$ cat src/rtl/tpq_pkg.sv
package tpq_pkg;

    // field widths of the stream payload
    localparam int TICKET_W = 16;
    localparam int STATUS_W = 2;
    localparam int IN_DATA_W = 16;
    localparam int IN_USER_W = 2;
    localparam int OUT_DATA_W = 24;

    // operation carried in tuser bit 0 of the input stream
    localparam logic OP_PUSH = 1'b0;
    localparam logic OP_POP = 1'b1;

    // result status
    localparam logic [STATUS_W-1:0] ST_OK = 2'd0;
    localparam logic [STATUS_W-1:0] ST_EMPTY = 2'd1;
    localparam logic [STATUS_W-1:0] ST_FULL = 2'd2;

    typedef struct packed {
        logic [TICKET_W-1:0] ticket;
        logic                prio;
        logic [STATUS_W-1:0] status;
        logic                empty;
    } t_result;

endpackage

$ cat src/rtl/two_class_priority_queue.sv
// Two-class ticket queue: priority tickets leave ahead of every normal ticket, and
// each class leaves in arrival order. Each class is a ring buffer in its own
// memory of DEPTH entries with one write port and one registered read port, plus a
// head index and a fill count in flip-flops. A push writes the memory and registers its
// result at the transfer; a pop waits in a read state for the registered memory read, so
// the input accepts one push every cycle while the output drains, but takes no new item
// while a pop is in flight. A finished result sits in an output register, and a new item
// is taken only while that register is empty or is being read out in the same cycle.
// Input tuser: bit 0 opcode (0 push, 1 pop), bit 1 priority class. A push to a full
// class is dropped with status full; a pop on an empty queue returns ticket 0 with
// status empty. Ticket values keep their low TICKET_BITS bits.
module two_class_priority_queue #(
    parameter int DEPTH = 16,
    parameter int TICKET_BITS = 16
) (
    input  logic                           i_clk,
    input  logic                           i_rst_n,
    input  logic                           i_s_tvalid,
    output logic                           o_s_tready,
    input  logic [tpq_pkg::IN_DATA_W-1:0]  i_s_tdata,  // [15:0] ticket
    input  logic [tpq_pkg::IN_USER_W-1:0]  i_s_tuser,  // [0] opcode, [1] is_priority
    output logic                           o_m_tvalid,
    input  logic                           i_m_tready,
    output logic [tpq_pkg::OUT_DATA_W-1:0] o_m_tdata,  // [15:0] popped_ticket,
                                                       // [17:16] status, [18] queue_empty
    output logic                           o_m_tuser   // [0] popped_priority
);

    localparam int AW = (DEPTH > 1) ? $clog2(DEPTH) : 1;
    localparam int CW = $clog2(DEPTH + 1);
    localparam int SW = CW + 1;
    localparam int XW = tpq_pkg::TICKET_W + 32;

    localparam logic S_IDLE = 1'b0;
    localparam logic S_READ = 1'b1;

    logic [TICKET_BITS-1:0] r_prio_mem [DEPTH];
    logic [TICKET_BITS-1:0] r_norm_mem [DEPTH];
    logic [TICKET_BITS-1:0] r_prio_rd;
    logic [TICKET_BITS-1:0] r_norm_rd;

    logic          r_state, n_state;
    logic [AW-1:0] r_prio_head, n_prio_head;
    logic [AW-1:0] r_norm_head, n_norm_head;
    logic [CW-1:0] r_prio_count, n_prio_count;
    logic [CW-1:0] r_norm_count, n_norm_count;
    logic          r_pend_prio, n_pend_prio;
    logic          r_pend_empty, n_pend_empty;
    logic          r_out_valid, n_out_valid;
    tpq_pkg::t_result r_out, n_out;

    logic          w_accept;
    logic          w_op;
    logic          w_cls;
    logic [XW-1:0] w_tin_ext;
    logic [TICKET_BITS-1:0] w_tin;
    logic [SW-1:0] w_prio_sum;
    logic [SW-1:0] w_norm_sum;
    logic [AW-1:0] w_prio_tail;
    logic [AW-1:0] w_norm_tail;
    logic          w_prio_full;
    logic          w_norm_full;
    logic          w_prio_wr;
    logic          w_norm_wr;
    logic [TICKET_BITS-1:0] w_rd_sel;
    logic [XW-1:0] w_rd_ext;

    assign o_s_tready = (r_state == S_IDLE) && (!r_out_valid || i_m_tready);
    assign w_accept   = i_s_tvalid && o_s_tready;
    assign w_op       = i_s_tuser[0];
    assign w_cls      = i_s_tuser[1];

    assign w_tin_ext = {32'b0, i_s_tdata[tpq_pkg::TICKET_W-1:0]};
    assign w_tin     = w_tin_ext[TICKET_BITS-1:0];

    // tail slot = (head + count) mod DEPTH, sum stays below twice the depth
    assign w_prio_sum  = SW'(r_prio_head) + SW'(r_prio_count);
    assign w_norm_sum  = SW'(r_norm_head) + SW'(r_norm_count);
    assign w_prio_tail = (w_prio_sum >= SW'(DEPTH)) ? AW'(w_prio_sum - SW'(DEPTH))
                                                    : AW'(w_prio_sum);
    assign w_norm_tail = (w_norm_sum >= SW'(DEPTH)) ? AW'(w_norm_sum - SW'(DEPTH))
                                                    : AW'(w_norm_sum);
    assign w_prio_full = (r_prio_count == CW'(DEPTH));
    assign w_norm_full = (r_norm_count == CW'(DEPTH));

    assign w_prio_wr = w_accept && (w_op == tpq_pkg::OP_PUSH) && w_cls && !w_prio_full;
    assign w_norm_wr = w_accept && (w_op == tpq_pkg::OP_PUSH) && !w_cls && !w_norm_full;

    // both heads are read every cycle; the data from the pop transfer is used next cycle
    always_ff @(posedge i_clk) begin
        if (w_prio_wr) begin
            r_prio_mem[w_prio_tail] <= w_tin;
        end
        r_prio_rd <= r_prio_mem[r_prio_head];
    end

    always_ff @(posedge i_clk) begin
        if (w_norm_wr) begin
            r_norm_mem[w_norm_tail] <= w_tin;
        end
        r_norm_rd <= r_norm_mem[r_norm_head];
    end

    assign w_rd_sel = r_pend_prio ? r_prio_rd : r_norm_rd;
    assign w_rd_ext = {{(XW - TICKET_BITS){1'b0}}, w_rd_sel};

    always_comb begin
        n_state      = r_state;
        n_prio_head  = r_prio_head;
        n_norm_head  = r_norm_head;
        n_prio_count = r_prio_count;
        n_norm_count = r_norm_count;
        n_pend_prio  = r_pend_prio;
        n_pend_empty = r_pend_empty;
        n_out_valid  = r_out_valid;
        n_out        = r_out;

        if (r_out_valid && i_m_tready) begin
            n_out_valid = 1'b0;
        end

        unique case (r_state)
            S_IDLE: begin
                if (w_accept) begin
                    if (w_op == tpq_pkg::OP_PUSH) begin
                        n_out.ticket = '0;
                        n_out.prio   = 1'b0;
                        n_out.status = tpq_pkg::ST_OK;
                        if (w_prio_wr) begin
                            n_prio_count = r_prio_count + CW'(1);
                        end else if (w_norm_wr) begin
                            n_norm_count = r_norm_count + CW'(1);
                        end else begin
                            n_out.status = tpq_pkg::ST_FULL;
                        end
                        n_out.empty = (n_prio_count == '0) && (n_norm_count == '0);
                        n_out_valid = 1'b1;
                    end else if (r_prio_count != '0) begin
                        n_prio_count = r_prio_count - CW'(1);
                        n_prio_head  = (r_prio_head == AW'(DEPTH - 1)) ? '0
                                                                        : r_prio_head + AW'(1);
                        n_pend_prio  = 1'b1;
                        n_pend_empty = (n_prio_count == '0) && (r_norm_count == '0);
                        n_state      = S_READ;
                    end else if (r_norm_count != '0) begin
                        n_norm_count = r_norm_count - CW'(1);
                        n_norm_head  = (r_norm_head == AW'(DEPTH - 1)) ? '0
                                                                        : r_norm_head + AW'(1);
                        n_pend_prio  = 1'b0;
                        n_pend_empty = (n_norm_count == '0);
                        n_state      = S_READ;
                    end else begin
                        n_out.ticket = '0;
                        n_out.prio   = 1'b0;
                        n_out.status = tpq_pkg::ST_EMPTY;
                        n_out.empty  = 1'b1;
                        n_out_valid  = 1'b1;
                    end
                end
            end
            S_READ: begin
                // output register is free here: the pop was only taken when it would be
                n_out.ticket = w_rd_ext[tpq_pkg::TICKET_W-1:0];
                n_out.prio   = r_pend_prio;
                n_out.status = tpq_pkg::ST_OK;
                n_out.empty  = r_pend_empty;
                n_out_valid  = 1'b1;
                n_state      = S_IDLE;
            end
            default: begin
                n_state = S_IDLE;
            end
        endcase
    end

    always_ff @(posedge i_clk) begin
        if (!i_rst_n) begin
            r_state      <= S_IDLE;
            r_prio_head  <= '0;
            r_norm_head  <= '0;
            r_prio_count <= '0;
            r_norm_count <= '0;
            r_out_valid  <= 1'b0;
        end else begin
            r_state      <= n_state;
            r_prio_head  <= n_prio_head;
            r_norm_head  <= n_norm_head;
            r_prio_count <= n_prio_count;
            r_norm_count <= n_norm_count;
            r_out_valid  <= n_out_valid;
        end
    end

    always_ff @(posedge i_clk) begin
        r_pend_prio  <= n_pend_prio;
        r_pend_empty <= n_pend_empty;
        r_out        <= n_out;
    end

    assign o_m_tvalid = r_out_valid;
    assign o_m_tdata  = {5'b0, r_out.empty, r_out.status, r_out.ticket};
    assign o_m_tuser  = r_out.prio;

endmodule
$ cat config.mk
export PLATFORM = sky130hd
export DESIGN_NAME = two_class_priority_queue
export DESIGN_NICKNAME = d
export VERILOG_FILES = /design/src/rtl/tpq_pkg.sv /design/src/rtl/two_class_priority_queue.sv
export SDC_FILE = /design/constraint.sdc
export NUM_CORES = 1
export LEC_CHECK = 0
export BUFFER_PORTS_ARGS = -buffer_cell sky130_fd_sc_hd__buf_4
export CAP_MARGIN = 15
export CORE_UTILIZATION = 30
export DETAILED_ROUTE_END_ITERATION = 6
export GPL_ROUTABILITY_DRIVEN = 1
export GPL_TIMING_DRIVEN = 0
export PLACE_DENSITY = 0.56
export SLEW_MARGIN = 0
export SYNTH_ARGS = -nofsm -noshare
export SYNTH_HDL_FRONTEND = slang
export SYNTH_SLANG_ARGS = --single-unit
export TNS_END_PERCENT = 100
$ cat constraint.sdc
create_clock -name i_clk -period 10.1 [get_ports i_clk]
set_clock_uncertainty 0.15 [all_clocks]
set_input_delay 0 -clock i_clk [delete_from_list [all_inputs] [get_ports i_clk]]
set_output_delay 0 -clock i_clk [all_outputs]
set_load 0.05 [all_outputs]
==> run summary, run 1 <==
status - complete, no violations
Critical Path Fanout Max - 9
Slowest cell on crit path - nor4_2
Die W - 278 um
sequential share of the synthesized area - 74.7%
Layout area overhead - 20.0%
Req. time, crit path - 10.31 ns
Area contributors post-synth - edfxtp_1, mux4_2, dfxtp_1
Final TNS setup - 0 ns
CP Data Arrival Time - 3.72 ns
Die Y - 278 um
synth cell count leaders - edfxtp_1, mux4_2, dfxtp_1
DR WL/cell - 22.4 um
I/O Buffers - 42
Largest stage delay, worst path - 0.84 ns
Top cell by count, worst path - buf_4
Pleak - 8.64 nW
Clock H-tree levels - 2
Worst-path clk slew - 0.06 ns
Synth cell types - 60
Multi-input gate area - 5550 um2
HP Class - in -> reg
core box area - 74900 um2
first-pass GRT wire length - 77500 um
Hold Crit Depth - 4
initial antenna violation count - 0
Power Dens Cells - 199 nW/um2
number of global-route vias before repair - 11700
final number of hold-violating endpoints - 0
fin. max-slew vios - 0
CP bufs+invs - 4
number of vias in the routed layout - 11100
Synth area leader - edfxtp_1
R2R Path End - r_prio_mem[8][1]
Clock Tree Buf Depth - 3
Worst Min Path Start - i_rst_n
Crit. End Element - flop
hpwl dp - 34500 um
initial cell density of the core - 30.5%
DRC viols - 0
FF/Latch Area - 17100 um2
unrepaired setup endpoints after global routing - no
Peak supply drop - 0.000128 V
Post-Layout Cell Count - 2284
Worst Hold End - r_prio_count[1]
total track usage - 13.6%
kind of critical path - reg -> reg
Tmin final - 3.51 ns
Die ar. - 77400 um2
total grt overflow - 0
via density per instance - 4.87
ANT nets after route - 0
Yosys reg bits - 586
final setup fails - 0
# rows - 100
fillers - 6825
placed insts - 2147
# diodes - 0
main flop type after synthesis - edfxtp_1
Async SR Flop Fraction - 0%
Sink Count - 586
I/O pins - 49
syn avg cell area - 21.0 um2
CTS tree - yes
hold slack - 0.113 ns
Reg-to-Reg Start - r_prio_count[0]
number of synthesized flops with an enable pin - 534
proportion of layout cells with a drive suffix above 1 - 30.9%
Fmax - 285 MHz
Max-Cap Viols - 0
Max-slew headroom - 31.1%
FF-to-FF setup slack - 6.59 ns
wirelength, routed - 51200 um
Pre-antenna DRT Iters - 5
cells along the critical path - clkbuf_1 -> inv_1 -> ha_1 -> nand4bb_1 -> and2_1 -> nand2_1 -> nor4_2 -> buf_4 -> buf_4
Total Power - 5.47 mW
Initial DRC Count - 963
synthesized area - 22900 um2
most numerous cell in the Yosys netlist - edfxtp_1
clk root buf - clkbuf_16
Synth top area share - 70.1%
Worst Setup Start Kind - flop
FF-to-FF path depth - 9
post-cts resize count - 0
Num CTS Buffers - 60
largest net degree at the start of global routing - 33
Skew-Pair Late Insertion Delay - 0.65 ns
cell count after synthesis - 1090
GPL Wtd Cong - 0.794
YS warnings - 0
Layout Nets - 1303
Tightest Pin Transition - 1.03 ns
Final Cycle Share - 34.7%
CP top delay family - simple AND/OR/NAND/NOR gates
==> where the power goes <==
part           internal [mW]  switching [mW]  total (mW)  leakage (nW)
Combinational          0.192           0.297       0.488          2.39
Clock                   1.31           0.947        2.26         0.998
Sequential              2.70          0.0241        2.73          5.25
Total                   4.21            1.27        5.47          8.64
==> sequential cells by signal, summed over array words and instances, names as in the netlist, 4 cells and up <==
register,flops
r_norm_rd,16
r_norm_head,4
r_norm_mem,256
r_prio_mem,256
r_prio_head,4
r_prio_count,5
o_m_tdata,19
r_prio_rd,16
r_norm_count,5
==> repair_timing <==
action                                 CTS  global route
endpoints found under the hold margin  551             0
setup endpoints to repair                0             0
hold buffers                            23             0
buffers inserted                         0             0
==> worst register-to-register path, stage by stage, from the launching register on <==
cell,delay (ns)
dfxtp_1,0.40
clkbuf_1,0.34
inv_1,0.15
ha_1,0.27
nand4bb_1,0.20
and2_1,0.20
nand2_1,0.19
nor4_2,0.84
buf_4,0.34
buf_4,0.20
==> how the worst max path moves through the flow <==
stage,startpoint,end,depth (start not counted)
final,r_prio_count[0],r_prio_mem[8][1],9
after global routing,r_prio_count[0],r_prio_mem[8][2],9
after CTS,r_prio_count[0],r_prio_mem[8][1],9
after detailed placement,r_prio_count[0],r_prio_mem[8][5],9
after global placement,r_prio_count[0],r_prio_mem[8][5],7
after floorplan,r_prio_count[0],r_prio_mem[0][0],7
==> stage by stage <==
stage / util [%] / setup slack [ns] / instance area (um2)
after floorplan: - / 6.50 / 22900
after global placement: 32.6 / 4.23 / 24400
after global routing: 36.6 / 6.34 / 27500
after CTS: 36.6 / 6.60 / 27500
after detailed placement: 33.6 / 6.59 / 25200
final: 36.6 / 6.59 / 27500
==> cell families (layout without fill, tap and decap cells) <==
kind of cell	Yosys count	in the layout	synth area share, %
muxes	180	180	16.6
AOI/OAI and AO/OA	59	59	1.70
other	1	5	0.0164
and+or+nand+nor	157	157	3.58
xor gates and xnor gates	19	19	0.727
buffers and inverters	70	291	1.65
DFF	586	586	74.7
adders and majority gates	18	18	1.05
==> per-layer routing <==
metal / routed length (um) / vias to the layer above / global-route usage, %
li1: - / 4847 / -
met1: 22500 / 5907 / 18.4
met2: 24700 / 298 / 22.0
met3: 2800 / 81 / 2.47
met4: 1260 / 0 / 4.38
met5: 0 / - / 0
==> final cells by class <==
class / instances / share of cell area (%)
multi-input cells: 438 / 20.2
plain buffers: 61 / 1.25
clock buffers: 84 / 6.20
repair buffers: 107 / 4.35
clock inverters: 30 / 1.26
inverters: 9 / 0.123
well taps: 969 / 4.42
flip-flops and latches: 586 / 62.2
==> cell usage in the layout, fill, tap and decap left out, types with 17 or more instances in the layout <==
cell type and instances:
nor2_2 24, nor2_1 21, nor2b_1 18, mux2i_1 20, clkbuf_16 60, mux4_2 160, buf_4 64, nand2_1 30
clkbuf_1 38, dlygate4sd3_1 23, edfxtp_1 534, dfxtp_1 52, buf_2 17
No activity file was read; power rests on OpenSTA's default activity.
==> run 2, diff against run 1 <==
--- a/config.mk
+++ b/config.mk
@@ -5,13 +5,14 @@
 export SDC_FILE = /design/constraint.sdc
 export NUM_CORES = 1
 export LEC_CHECK = 0
+export ABC_AREA = 1
 export BUFFER_PORTS_ARGS = -buffer_cell sky130_fd_sc_hd__buf_4
 export CAP_MARGIN = 15
 export CORE_UTILIZATION = 30
 export DETAILED_ROUTE_END_ITERATION = 6
 export GPL_ROUTABILITY_DRIVEN = 1
 export GPL_TIMING_DRIVEN = 0
-export PLACE_DENSITY = 0.56
+export PLACE_DENSITY = 0.58
 export SLEW_MARGIN = 0
 export SYNTH_ARGS = -nofsm -noshare
 export SYNTH_HDL_FRONTEND = slang
==> constraint.sdc (replaced) <==
create_clock -name i_clk -period 2.8 [get_ports i_clk]
set_clock_uncertainty 0.15 [all_clocks]
set_input_delay 0 -clock i_clk [delete_from_list [all_inputs] [get_ports i_clk]]
set_output_delay 0 -clock i_clk [all_outputs]
set_load 0.05 [all_outputs]
==> run summary, run 2 <==
Layout Nets - 1969 (+51%)
largest net degree at the start of global routing - 33 (unchanged)
Worst Setup Start Kind - flop
Max-slew headroom - 52.3% (+21 points)
kind of critical path - reg -> reg
number of synthesized flops with an enable pin - 534 (unchanged)
clk root buf - clkbuf_16
synth cell count leaders - edfxtp_1, nor2_1, o21ai_0
number of global-route vias before repair - 14800 (+26%)
DRC viols - 0 (unchanged)
sw power - 5.15 mW (+310%)
Tightest Pin Transition - 0.716 ns (-0.317 ns)
status - complete, no violations
Synth cell types - 42 (-30%)
via density per instance - 5.01 (+2.9%)
Final Cycle Share - 97.5% (+63 points)
Num CTS Buffers - 55 (-8.3%)
Synth area leader - edfxtp_1
Async SR Flop Fraction - 0% (unchanged)
Final TNS setup - 0 ns (unchanged)
total track usage - 16.0% (+2.5 points)
final number of hold-violating endpoints - 0 (unchanged)
total grt overflow - 0 (unchanged)
clock share of power - 37.1% (-4.2 points)
Area contributors post-synth - edfxtp_1, nor2_1, dfxtp_1
core box area - 76500 um2 (+2.0%)
Req. time, crit path - 2.97 ns (-7.34 ns)
Logic pwr share - 12.5% (+3.6 points)
most frequent cells in the layout - edfxtp_1, nor2_1, o21ai_0, nand2_1, nand3_1
Power Dens Cells - 707 nW/um2 (+250%)
fin. max-slew vios - 0 (unchanged)
max layer used - met5
Initial DRC Count - 1368 (+42%)
hpwl dp - 40600 um (+18%)
cell count after synthesis - 1753 (+61%)
syn avg cell area - 13.3 um2 (-37%)
Sink Count - 586 (unchanged)
synthesized area - 23300 um2 (+1.9%)
I/O Buffers - 42 (unchanged)
Yosys reg bits - 586 (unchanged)
Clock Tree Buf Depth - 3 (unchanged)
Reg power frac - 50.4% (+0.6 points)
Total Power - 19.7 mW (+260%)
Pleak - 9.09 nW (+5.3%)
final core occ - 36.4% (-0.24 points)
I/O pins - 49 (unchanged)
first-pass GRT wire length - 94100 um (+21%)
CP Data Arrival Time - 2.90 ns (-0.82 ns)
Net Sw Frac - 26.2% (+3.0 points)
Internal - 14.5 mW (+250%)
Pre-antenna DRT Iters - 5 (unchanged)
Die W - 281 um (+0.94%)
sequential share of the synthesized area - 73.3% (-1.4 points)
Synth top area share - 68.8% (-1.3 points)
Layout area overhead - 19.4%
HP Class - in -> reg
initial cell density of the core - 30.5% (-0.032 points)
GPL Wtd Cong - 0.868 (+9.3%)
ANT nets after route - 0 (unchanged)
Die ar. - 78800 um2 (+1.9%)
Clock H-tree levels - 2 (unchanged)
Skew-Pair Late Insertion Delay - 0.61 ns (-0.04 ns)
Metal-1 WL - 27800 um (+24%)
DR WL/cell - 21.2 um (-5.5%)
# rows - 101 (+1.0%)
placed insts - 2851 (+33%)
Met2 Wirelength - 29300 um (+19%)
Crit. End Element - flop
metal3 WL - 4950 um (+77%)
most common cell after layout, fill and taps aside - edfxtp_1
Critical Path Fanout Max - 11 (+2)
Worst-path clk slew - 0.07 ns (about the same)
Max-Cap Viols - 0 (unchanged)
Die Y - 281 um (+0.94%)
number of vias in the routed layout - 15100 (+35%)
final setup fails - 0 (unchanged)
Peak supply drop - 0.000468 V (+260%)
Tmin final - 2.73 ns (-0.779 ns)
Fmax - 366 MHz (+29%)
CTS tree - yes
initial antenna violation count - 2 (+2)
wirelength, routed - 63700 um (+24%)
YS warnings - 0 (unchanged)
main flop type after synthesis - edfxtp_1
unrepaired setup endpoints after global routing - no
Post-Layout Cell Count - 3006 (+32%)
proportion of layout cells with a drive suffix above 1 - 14.3% (-17 points)
most numerous cell in the Yosys netlist - edfxtp_1
[run 2: stage by stage]
stage	hold slack [ns]	area (um2)	worst slack (ns)
floorplan	-0.0511	23300	0.215
global placement	0.200	24900	-0.757
detailed placement	0.202	25300	-0.302
CTS	0.146	27500	-0.244
global route	0.174	27800	0.00143
finish	0.161	27800	0.0713
[run 2: final timing paths]
path	slack, ns	from	end	cells past startpoint
max	0.07	r_prio_head[0]	r_prio_mem[12][14]	6
min reg2reg	0.38	r_prio_count[4]	r_prio_count[4]	2
min	0.16	i_rst_n	r_norm_count[4]	4
max reg2reg	0.07	r_prio_head[0]	r_prio_mem[12][14]	6
[run 2: power by group through the flow]
stage                     combinational [mW]  clock (mW)  sequential, mW
after detailed placement                2.32           0            10.1
after global routing                    2.66        7.69            9.93
final                                   2.47        7.30            9.92
after global placement                  2.26           0            10.1
after floorplan                         1.25           0            10.2
after CTS                               2.40        7.39            9.91
[run 2: critical path, stage by stage, from the launching register on]
cell,delay (ns)
dfxtp_1,0.61
ha_1,0.27
fa_1,0.49
inv_1,0.14
nand3_2,0.24
nor2_4,0.32
buf_8,0.20
[run 2: cell families (layout without fill, tap and decap cells)]
logic type | Yosys count | in the layout | share of synthesized area [%]
compound gates | 325 | 325 | 9.23
xor+xnor | 17 | 17 | 0.671
fa+ha+maj | 18 | 18 | 1.03
buf+inv | 157 | 375 | 2.91
flops | 586 | 586 | 73.3
mux | 54 | 54 | 2.32
other cells | 1 | 6 | 0.0161
simple gates | 595 | 595 | 10.6
[run 2: timing repair]
item	4_1_cts	5_1_grt
pin swaps	9	13
hold buffers	24	0
endpoints found under the hold margin	536	0
buffers inserted	8	19
setup endpoints to repair	254	377
resized for setup	21	24
[run 2: per-layer routing]
metal / vias to the layer above / global-route usage (%)
met4: 2 / 4.57
li1: 6839 / -
met2: 597 / 25.4
met1: 7522 / 22.0
met3: 111 / 3.33
met5: - / 0
[run 2: cell type report]
class	count	area (um2)
Multi-Input combinational cell	1014	5840
Sequential cell	586	17100
Clock buffer	76	1510
Tap cell	1030	1290
Timing Repair Buffer	115	1200
Buffer	110	503
Clock inverter	27	229
Fill cell	7254	48600
Inverter	47	176
Antenna cell	1	2.50
